===== src/hdl/fcs16_pkg.sv =====
`timescale 1ns / 1ps
// fcs16_pkg: shared types and constants of the frame checker
// no dependencies; used by every module of the block

package fcs16_pkg;

    localparam int unsigned MAX_DATA_DEFAULT = 256;
    localparam int unsigned QUEUE_DEPTH      = 2;

    localparam logic [15:0] SUM_GOOD   = 16'hFFFF;
    localparam logic [15:0] LEN_HI_MSK = 16'hFF00;

    localparam logic KIND_DATA   = 1'b0;
    localparam logic KIND_REPORT = 1'b1;

    localparam logic [1:0] STATUS_OK       = 2'd0;
    localparam logic [1:0] STATUS_BAD_SUM  = 2'd1;
    localparam logic [1:0] STATUS_LEN_OVER = 2'd2;

    // parser phases, one-hot
    typedef enum logic [7:0] {
        PH_HUNT   = 8'b0000_0001,
        PH_CMD    = 8'b0000_0010,
        PH_LEN_LO = 8'b0000_0100,
        PH_LEN_HI = 8'b0000_1000,
        PH_DATA   = 8'b0001_0000,
        PH_CK_HI  = 8'b0010_0000,
        PH_CK_LO  = 8'b0100_0000,
        PH_STOP   = 8'b1000_0000
    } phase_t;

    // one result item
    typedef struct packed {
        logic        kind;
        logic [7:0]  data_byte;
        logic [7:0]  command;
        logic [15:0] frame_length;
        logic [1:0]  status;
    } result_t;

    // queue status: full gates s_ready at the top level, avail is seen by the back
    typedef struct packed {
        logic full;
        logic avail;
    } q_status_t;

endpackage


===== src/hdl/fcs16_front.sv =====
`timescale 1ns / 1ps
// fcs16_front: frame parser, running sum and start byte register
// depends on fcs16_pkg

module fcs16_front #(
    parameter int unsigned MAX_DATA = fcs16_pkg::MAX_DATA_DEFAULT
) (
    input  logic                aclk,
    input  logic                aresetn,
    input  logic                cfg_we,
    input  logic [7:0]          cfg_wdata,
    input  logic                take,
    input  logic [7:0]          rx_byte,
    output logic                push,
    output fcs16_pkg::result_t  push_item
);

    localparam int unsigned CNT_W = (MAX_DATA < 2) ? 1 : $clog2(MAX_DATA + 1);
    localparam logic [15:0] MAX_LEN = 16'(MAX_DATA);

    fcs16_pkg::phase_t phase_reg, phase_next;
    logic [7:0]        start_reg;
    logic [7:0]        cmd_reg, cmd_next;
    logic [15:0]       len_reg, len_next;
    logic [CNT_W-1:0]  left_reg, left_next;
    logic [15:0]       sum_reg, sum_next;
    logic [7:0]        ckhi_reg, ckhi_next;
    logic [15:0]       sum_plus_byte;
    logic [15:0]       len_full;

    assign sum_plus_byte = sum_reg + {8'h00, rx_byte};
    assign len_full      = (len_reg & ~fcs16_pkg::LEN_HI_MSK) | {rx_byte, 8'h00};

    always_comb begin
        phase_next = phase_reg;
        cmd_next   = cmd_reg;
        len_next   = len_reg;
        left_next  = left_reg;
        sum_next   = sum_reg;
        ckhi_next  = ckhi_reg;
        push       = 1'b0;
        push_item  = '{kind: fcs16_pkg::KIND_DATA, data_byte: 8'h00, command: cmd_reg,
                       frame_length: len_reg, status: fcs16_pkg::STATUS_OK};
        if (take) begin
            unique case (phase_reg)
                fcs16_pkg::PH_CMD: begin
                    cmd_next   = rx_byte;
                    sum_next   = {8'h00, rx_byte};
                    phase_next = fcs16_pkg::PH_LEN_LO;
                end
                fcs16_pkg::PH_LEN_LO: begin
                    len_next   = {8'h00, rx_byte};
                    sum_next   = sum_plus_byte;
                    phase_next = fcs16_pkg::PH_LEN_HI;
                end
                fcs16_pkg::PH_LEN_HI: begin
                    len_next = len_full;
                    sum_next = sum_plus_byte;
                    if (len_full > MAX_LEN) begin
                        push                   = 1'b1;
                        push_item.kind         = fcs16_pkg::KIND_REPORT;
                        push_item.frame_length = len_full;
                        push_item.status       = fcs16_pkg::STATUS_LEN_OVER;
                        phase_next             = fcs16_pkg::PH_HUNT;
                    end else begin
                        left_next  = len_full[CNT_W-1:0];
                        phase_next = (len_full == 16'h0000) ? fcs16_pkg::PH_CK_HI
                                                            : fcs16_pkg::PH_DATA;
                    end
                end
                fcs16_pkg::PH_DATA: begin
                    sum_next  = sum_plus_byte;
                    left_next = left_reg - CNT_W'(1);
                    if (left_reg == CNT_W'(1)) begin
                        phase_next = fcs16_pkg::PH_CK_HI;
                    end
                    push                = 1'b1;
                    push_item.data_byte = rx_byte;
                end
                fcs16_pkg::PH_CK_HI: begin
                    ckhi_next  = rx_byte;
                    phase_next = fcs16_pkg::PH_CK_LO;
                end
                fcs16_pkg::PH_CK_LO: begin
                    sum_next   = sum_reg + {ckhi_reg, rx_byte};
                    phase_next = fcs16_pkg::PH_STOP;
                end
                fcs16_pkg::PH_STOP: begin
                    push             = 1'b1;
                    push_item.kind   = fcs16_pkg::KIND_REPORT;
                    push_item.status = (sum_reg == fcs16_pkg::SUM_GOOD)
                                       ? fcs16_pkg::STATUS_OK : fcs16_pkg::STATUS_BAD_SUM;
                    phase_next       = fcs16_pkg::PH_HUNT;
                end
                default: begin
                    if (rx_byte == start_reg) begin
                        sum_next   = 16'h0000;
                        phase_next = fcs16_pkg::PH_CMD;
                    end else begin
                        phase_next = fcs16_pkg::PH_HUNT;
                    end
                end
            endcase
        end
    end

    always_ff @(posedge aclk) begin
        if (!aresetn) begin
            phase_reg <= fcs16_pkg::PH_HUNT;
            start_reg <= 8'h00;
            cmd_reg   <= 8'h00;
            len_reg   <= 16'h0000;
            left_reg  <= '0;
            sum_reg   <= 16'h0000;
            ckhi_reg  <= 8'h00;
        end else begin
            phase_reg <= phase_next;
            cmd_reg   <= cmd_next;
            len_reg   <= len_next;
            left_reg  <= left_next;
            sum_reg   <= sum_next;
            ckhi_reg  <= ckhi_next;
            if (cfg_we) begin
                start_reg <= cfg_wdata;
            end
        end
    end

endmodule


===== src/hdl/fcs16_queue.sv =====
`timescale 1ns / 1ps
// fcs16_queue: short fifo of result items between parser and output stage
// depends on fcs16_pkg

module fcs16_queue (
    input  logic                  aclk,
    input  logic                  aresetn,
    input  logic                  push,
    input  fcs16_pkg::result_t    push_item,
    input  logic                  pop,
    output fcs16_pkg::result_t    head_item,
    output fcs16_pkg::q_status_t  stat
);

    localparam int unsigned DEPTH = fcs16_pkg::QUEUE_DEPTH;
    localparam int unsigned PTR_W = (DEPTH < 2) ? 1 : $clog2(DEPTH);
    localparam int unsigned CNT_W = $clog2(DEPTH + 1);

    fcs16_pkg::result_t mem [DEPTH];
    logic [PTR_W-1:0]   wr_ptr_reg;
    logic [PTR_W-1:0]   rd_ptr_reg;
    logic [CNT_W-1:0]   count_reg;
    logic               do_push;
    logic               do_pop;

    assign stat.full  = (count_reg == CNT_W'(DEPTH));
    assign stat.avail = (count_reg != '0);
    assign do_push    = push && !stat.full;
    assign do_pop     = pop && stat.avail;
    assign head_item  = mem[rd_ptr_reg];

    // pointer wrap at depth
    function automatic logic [PTR_W-1:0] ptr_inc(input logic [PTR_W-1:0] p);
        logic [PTR_W-1:0] r;
        r = (p == PTR_W'(DEPTH - 1)) ? '0 : p + PTR_W'(1);
        return r;
    endfunction

    always_ff @(posedge aclk) begin
        if (do_push) begin
            mem[wr_ptr_reg] <= push_item;
        end
    end

    always_ff @(posedge aclk) begin
        if (!aresetn) begin
            wr_ptr_reg <= '0;
            rd_ptr_reg <= '0;
            count_reg  <= '0;
        end else begin
            if (do_push) begin
                wr_ptr_reg <= ptr_inc(wr_ptr_reg);
            end
            if (do_pop) begin
                rd_ptr_reg <= ptr_inc(rd_ptr_reg);
            end
            if (do_push && !do_pop) begin
                count_reg <= count_reg + CNT_W'(1);
            end else if (do_pop && !do_push) begin
                count_reg <= count_reg - CNT_W'(1);
            end
        end
    end

endmodule


===== src/hdl/fcs16_back.sv =====
`timescale 1ns / 1ps
// fcs16_back: output register stage driving the result channel
// depends on fcs16_pkg

module fcs16_back (
    input  logic                  aclk,
    input  logic                  aresetn,
    input  fcs16_pkg::q_status_t  stat,
    input  fcs16_pkg::result_t    head_item,
    output logic                  pop,
    input  logic                  out_ready,
    output logic                  out_valid,
    output fcs16_pkg::result_t    out_item
);

    logic               valid_reg;
    fcs16_pkg::result_t item_reg;

    assign pop       = stat.avail && (!valid_reg || out_ready);
    assign out_valid = valid_reg;
    assign out_item  = item_reg;

    always_ff @(posedge aclk) begin
        if (pop) begin
            item_reg <= head_item;
        end
    end

    always_ff @(posedge aclk) begin
        if (!aresetn) begin
            valid_reg <= 1'b0;
        end else if (pop) begin
            valid_reg <= 1'b1;
        end else if (out_ready) begin
            valid_reg <= 1'b0;
        end
    end

endmodule


===== src/hdl/frame_checker_sum16_unit.sv =====
`timescale 1ns / 1ps
// frame_checker_sum16_unit: receive-side checker for length-prefixed byte frames
// path: an item is queued when its byte is accepted, then moved to the output register when it frees
// throughput: one byte per cycle; s_ready drops only when the 2-entry queue is full
// reset: synchronous active-low aresetn clears parser phase, sum, queue and output valid
// depends on fcs16_pkg, fcs16_front, fcs16_queue, fcs16_back

module frame_checker_sum16_unit #(
    parameter int unsigned MAX_DATA = fcs16_pkg::MAX_DATA_DEFAULT
) (
    input  logic        aclk,
    input  logic        aresetn,
    // start byte register
    input  logic        cfg_we,
    input  logic [7:0]  cfg_wdata,
    // received bytes
    input  logic        s_valid,
    output logic        s_ready,
    input  logic [7:0]  s_rx_byte,
    // data bytes and end of frame reports
    output logic        m_valid,
    input  logic        m_ready,
    output logic        m_kind,
    output logic [7:0]  m_data_byte,
    output logic [7:0]  m_command,
    output logic [15:0] m_frame_length,
    output logic [1:0]  m_status
);

    logic                 take;
    logic                 push;
    logic                 pop;
    fcs16_pkg::result_t   push_item;
    fcs16_pkg::result_t   head_item;
    fcs16_pkg::result_t   out_item;
    fcs16_pkg::q_status_t q_stat;

    // accept a byte whenever the queue has room; the parser never stalls itself
    assign s_ready = !q_stat.full;
    assign take    = s_valid && s_ready;

    // front: phase tracking, running sum, item generation
    fcs16_front #(
        .MAX_DATA (MAX_DATA)
    ) u_front (
        .aclk      (aclk),
        .aresetn   (aresetn),
        .cfg_we    (cfg_we),
        .cfg_wdata (cfg_wdata),
        .take      (take),
        .rx_byte   (s_rx_byte),
        .push      (push),
        .push_item (push_item)
    );

    // short queue decouples parser from downstream backpressure
    fcs16_queue u_queue (
        .aclk      (aclk),
        .aresetn   (aresetn),
        .push      (push),
        .push_item (push_item),
        .pop       (pop),
        .head_item (head_item),
        .stat      (q_stat)
    );

    // back: registered result channel
    fcs16_back u_back (
        .aclk      (aclk),
        .aresetn   (aresetn),
        .stat      (q_stat),
        .head_item (head_item),
        .pop       (pop),
        .out_ready (m_ready),
        .out_valid (m_valid),
        .out_item  (out_item)
    );

    // unpack the result item onto its ports
    assign m_kind         = out_item.kind;
    assign m_data_byte    = out_item.data_byte;
    assign m_command      = out_item.command;
    assign m_frame_length = out_item.frame_length;
    assign m_status       = out_item.status;

endmodule


===== config.mk =====
export PLATFORM = sky130hd
export DESIGN_NAME = frame_checker_sum16_unit
export DESIGN_NICKNAME = d
export VERILOG_FILES = /design/src/hdl/fcs16_pkg.sv /design/src/hdl/fcs16_front.sv /design/src/hdl/fcs16_queue.sv /design/src/hdl/fcs16_back.sv /design/src/hdl/frame_checker_sum16_unit.sv
export SDC_FILE = /design/constraint.sdc
export NUM_CORES = 1
export LEC_CHECK = 0
export BUFFER_PORTS_ARGS = -buffer_cell sky130_fd_sc_hd__clkbuf_2
export CAP_MARGIN = 20
export CORE_ASPECT_RATIO = 1.75
export CORE_MARGIN = 3
export CORE_UTILIZATION = 55
export CTS_CLUSTER_SIZE = 14
export DETAILED_ROUTE_END_ITERATION = 16
export GPL_ROUTABILITY_DRIVEN = 0
export GPL_TIMING_DRIVEN = 0
export MAX_ROUTING_LAYER = met4
export PLACE_DENSITY = 0.74
export SETUP_SLACK_MARGIN = 0.05
export SYNTH_ARGS = -nofsm -noshare
export SYNTH_HDL_FRONTEND = slang
export SYNTH_HIERARCHICAL = 1
export SYNTH_SLANG_ARGS = --single-unit
export TNS_END_PERCENT = 30

===== constraint.sdc =====
create_clock -name aclk -period 4.1 [get_ports aclk]
set_input_delay 0.82 -clock aclk [delete_from_list [all_inputs] [get_ports aclk]]
set_output_delay 0.82 -clock aclk [all_outputs]
set_load 0.03 [all_outputs]

-- Word level (Yosys, flattened, before mapping)
Memory sizes are Yosys's and may differ from the RTL's. A register that Yosys moved wholly into a read port is not among the register bits.
Index checks and enable logic that the tools add are counted.
- add/subtract/negate cells: 7
- magnitude comparators: 1
- eq/ne operators: 13
- mux-type cells: 29
- bitwise operators: 2
- reduce and logical (&&, ||, !) cells: 27
- operators with widths (operator ; number):
    case mux 16 bit (4 select lines) ; 1
    case mux 8 bit (7 select lines) ; 1
    2-to-1 mux 18 bit ; 2
    2-to-1 mux 16 bit ; 2
    case mux 16 bit (2 select lines) ; 1
    2-to-1 mux 8 bit ; 3
    2-to-1 mux 9 bit ; 2
    case mux 9 bit (2 select lines) ; 1
    adder 16 bit ; 1
    adder 16 x 8 -> 16 bit ; 1
    == test 16 bit (second input constant) ; 1
    > comparator 16 x 9 -> 1 bit (second input constant) ; 1
    logical NOT 16 bit ; 1
    OR 8 x 16 -> 16 bit ; 1
    nonzero test 2 bit ; 5
    == test 9 x 1 -> 1 bit (second input constant) ; 1
    2-to-1 mux 1 bit ; 9
    subtractor 9 x 1 -> 9 bit (second input constant) ; 1
    == test 8 x 2 -> 1 bit (second input constant) ; 1
    == test 8 x 3 -> 1 bit (second input constant) ; 1
    == test 8 x 4 -> 1 bit (second input constant) ; 1
    == test 8 x 5 -> 1 bit (second input constant) ; 1
    == test 8 x 6 -> 1 bit (second input constant) ; 1
    == test 8 x 7 -> 1 bit (second input constant) ; 1
    21 further kinds ; 38
- flip-flop bits (word level): 78
- RAM bits: 70
- input bits: 21
- output and inout bits: 37
- logic and storage cells: 91
- memories: 1
- memories (memory ; depth ; width ; rd ports ; clocked after Yosys merged registers in ; wr ports ; line ; RTL):
    u_queue.mem ; 2 ; 35 ; 1 ; 1 ; 1 ; fcs16_queue.sv:19 ; fcs16_pkg::result_t mem [DEPTH];

-- Longest topological paths before layout
- word-level depth: 10
- gate-level depth with buffers: 13
- mapped depth without buffers: 12

-- Hierarchy
The synthesis kept the hierarchy.
- by module, submodules not included (module ; instances ; cells each ; area an instance (µm²) ; seq. area each (µm²)):
    fcs16_front ; 1 ; 539 ; 4316.6 ; 1461.4
    fcs16_queue ; 1 ; 134 ; 2760.1 ; 2202.1
    fcs16_back ; 1 ; 39 ; 1098.6 ; 1071.0
    frame_checker_sum16_unit ; 1 ; 2 ; 10.0 ; 0.0

-- Worst setup path before layout
No wires, ideal clock.
- path type: in2reg
- from: input s_valid
- to: memory u_queue/mem[0][0] in the netlist's numbering (enable)
- setup time: 423 ps
- arrival time: 3292 ps
- data required time: 3677 ps
- path slack: 386 ps
- stages on the path: 6
- path buffers: 2
- cell sequence: nor2b_1 clkbuf_1 clkbuf_1 a21boi_0 inv_1 nor3_2
- longest elaborated chain between the ends: 5
- ends and longest elaborated chain (element ; line ; RTL):
    start, declared ; frame_checker_sum16_unit.sv:17 ; input logic s_valid,
    logical AND 1 bit ; frame_checker_sum16_unit.sv:40 ; assign take = s_valid && s_ready;
    2-to-1 mux 1 bit ; fcs16_front.sv:44 ; if (take) begin
    via push ; frame_checker_sum16_unit.sv:31 ; logic push;
    logical AND 1 bit ; fcs16_queue.sv:28 ; assign do_push = push && !stat.full;
    2-to-1 mux 1 bit ; fcs16_queue.sv:40 ; if (do_push) begin
    2-to-1 mux 1 bit (implied by the code) ; fcs16_queue.sv:41 ; mem[wr_ptr_reg] <= push_item;
    end, declared ; fcs16_queue.sv:19 ;
The timed path passes the listed nets, and every way through them passes these cells.

==> results.cfg <==
[cts]
tritoncts = built
ctsRootBufferMaster = clkbuf_16
clk_latency_ns = 0.42
hold_buffers = 0
cts_max_level = 4
cts_buffers = 17
ctsResizeCount = 0
clock-sinks = 184
clk_pin_slew_ns = 0.07
post_cts_buffers = 0
clockBufferDepth = 2

[critical_path]
crit_path_start_kind = flop
path_max_fanout = 20
critPathArrivalTime_ns = 3.90
cp-end-kind = flop
critPathKind = flop to flop
r2r.worst_path.cells = 9
cp_data_required_time_ns = 4.23

[cells_and_area]
syn2layout_area_growth_pct = 14.2
diodes = 0
final_common_cell = edfxtp_1
regMostFlops = u_queue/mem
largest_register_ffs = 70
drive_gt1_frac = 0.208
mostFrequentLayoutCells = 105 x edfxtp_1, 94 x nand2_1, 79 x dfxtp_1
finalNetCount = 830

[timing]
slew_headroom = 0.280
setup_ws_ns = 0.330
finClkSkew_ns = 0.0102
min_period_ns = 3.77
whs_ns = 0.465
slew_violations = 0
max_freq_mhz = 265
rsz0062_at_grt = false
fin_crit_sh = 0.919
worst_pin_slew_ns = 1.07
finalHoldViolations = 0
setup_viol = 0

[global_route]
grt_pass1_vias = 6005
grt_pass1_wl_um = 28700
grt_start_max_net_pins = 37
use_met2 = 0.407
grtUsageMet3 = 0.0363
grt_usage = 0.225
grt_overflow = 0
grt.busiest_layer = met2
grtUsageMet1 = 0.229
antenna_found_initial = 0

[drt]
routed-via-count = 5712
drc = 0
routed_via_density = 5.81
drtIter0Drc = 353
antenna_left = 0
wl_um = 17800
drt-wirelength-per-cell_um = 18.1
firstDrtPassIters = 5

[floorplan]
pin_count = 58
num_rows = 58
fp.dieW_um = 98.2
core_region_area_um2 = 14500
die_y_um = 167
start_util = 0.564
die_area_um2 = 16400

[synth]
syn_nets = 754
ys.flop_type = edfxtp_1
async_flop_share = 0
postSynthAreaPerCell_um2 = 11.5
synth_edf_count = 105
seq_area_frac_synth = 0.578
yosysWarnings = 6
syn_area_um2 = 8190
ys_ff_latch = 184
synth_cells = 714
synth.distinct_cells = 66

[power_and_ir_drop]
vdd_ir_drop_max_mv = 0.256
p_leak_uw = 0.00355
powerDensity_nw_per_um2 = 393

[placed_design]
port_buffers = 56
post-place-ws_ns = 0.0430
hpwl_um = 12800

[flow_run]
max-cap-violations = 0

[outcome]
status = finished, final reports clean

[hold_path]
whs_path_depth = 2
min_path_type = flop to flop
-- through the flow --
step,utilization,cells,total power [µW],instance area (µm²),TNS [ns]
after CTS,0.644,983,3700,9350,0
after detailed placement,0.602,951,2080,8730,0
after global routing,0.644,983,3780,9350,0
final,0.644,983,3670,9350,0
after floorplan,-,714,2040,8190,0
after global placement,0.599,950,2080,8690,-48.55
-- critical path, cell delays in order (launching register included) --
cell	delay (ns)
dfxtp_1	0.41
nand2b_1	0.17
inv_2	0.07
nor2b_1	0.11
clkbuf_1	0.45
clkbuf_1	0.49
a21boi_0	0.56
inv_1	0.18
nor3_4	0.75
buf_16	0.25
-- where the power goes --
part           internal, µW  switching (µW)  total (µW)
Sequential             1930            5.61        1940
Combinational          34.2            69.9         104
Clock                   834             797        1630
Total                  2800             873        3670
-- final cells by class --
cell class              instances  area (µm²)
plain buffers                  49         265
clock buffers                  17         425
clock inverters                15         190
fillers                      1143        5160
inverters                      10        37.5
multi-input cells             471        3160
flip-flops and latches        184        4730
well taps                     180         225
repair buffers                 57         308
-- layer usage --
layer / part of all wire / vias to the layer above
li1: - / 2728
met1: 0.38 / 2747
met2: 0.55 / 180
met3: 0.035 / 57
met4: 0.043 / 0
met5: 0 / -
-- cell families after synthesis --
kind of cell / share of synthesized area
buffers and inverters: 0.0370
AO/OA/AOI/OAI: 0.113
XOR/XNOR: 0.0278
flip-flops: 0.578
AND/OR/NAND/NOR: 0.145
multiplexers: 0.0689
adder cells (fa/ha/maj): 0.0300
-- Yosys cell counts, types with 8 or more instances --
library cell,instances,area share
edfxtp_1,105,0.39
nand2_1,94,0.043
dfxtp_1,79,0.19
a21oi_1,50,0.031
nor2_1,43,0.020
mux2_2,35,0.048
clkbuf_1,26,0.012
nand3_1,20,0.012
ha_1,18,0.028
mux2i_1,17,0.021
xor2_1,16,0.017
o21ai_0,15,0.0092
and2_1,12,0.0092
o21ai_1,12,0.0073
and3_1,11,0.0084
buf_4,11,0.010
xnor2_1,10,0.011
a211oi_1,9,0.0083
inv_1,9,0.0041
buf_2,8,0.0049
-- final timing paths --
path | startpoint | end | slack [ns]
setup / recovery | u_queue/count_reg[0] | u_queue/mem[0][34] | 0.33
hold / removal | u_front/ckhi_reg[5] | u_front/ckhi_reg[5] | 0.46
setup reg to reg | u_queue/count_reg[0] | u_queue/mem[0][34] | 0.33
hold reg to reg | u_front/ckhi_reg[5] | u_front/ckhi_reg[5] | 0.46
Power figures use the tool's default switching activity.
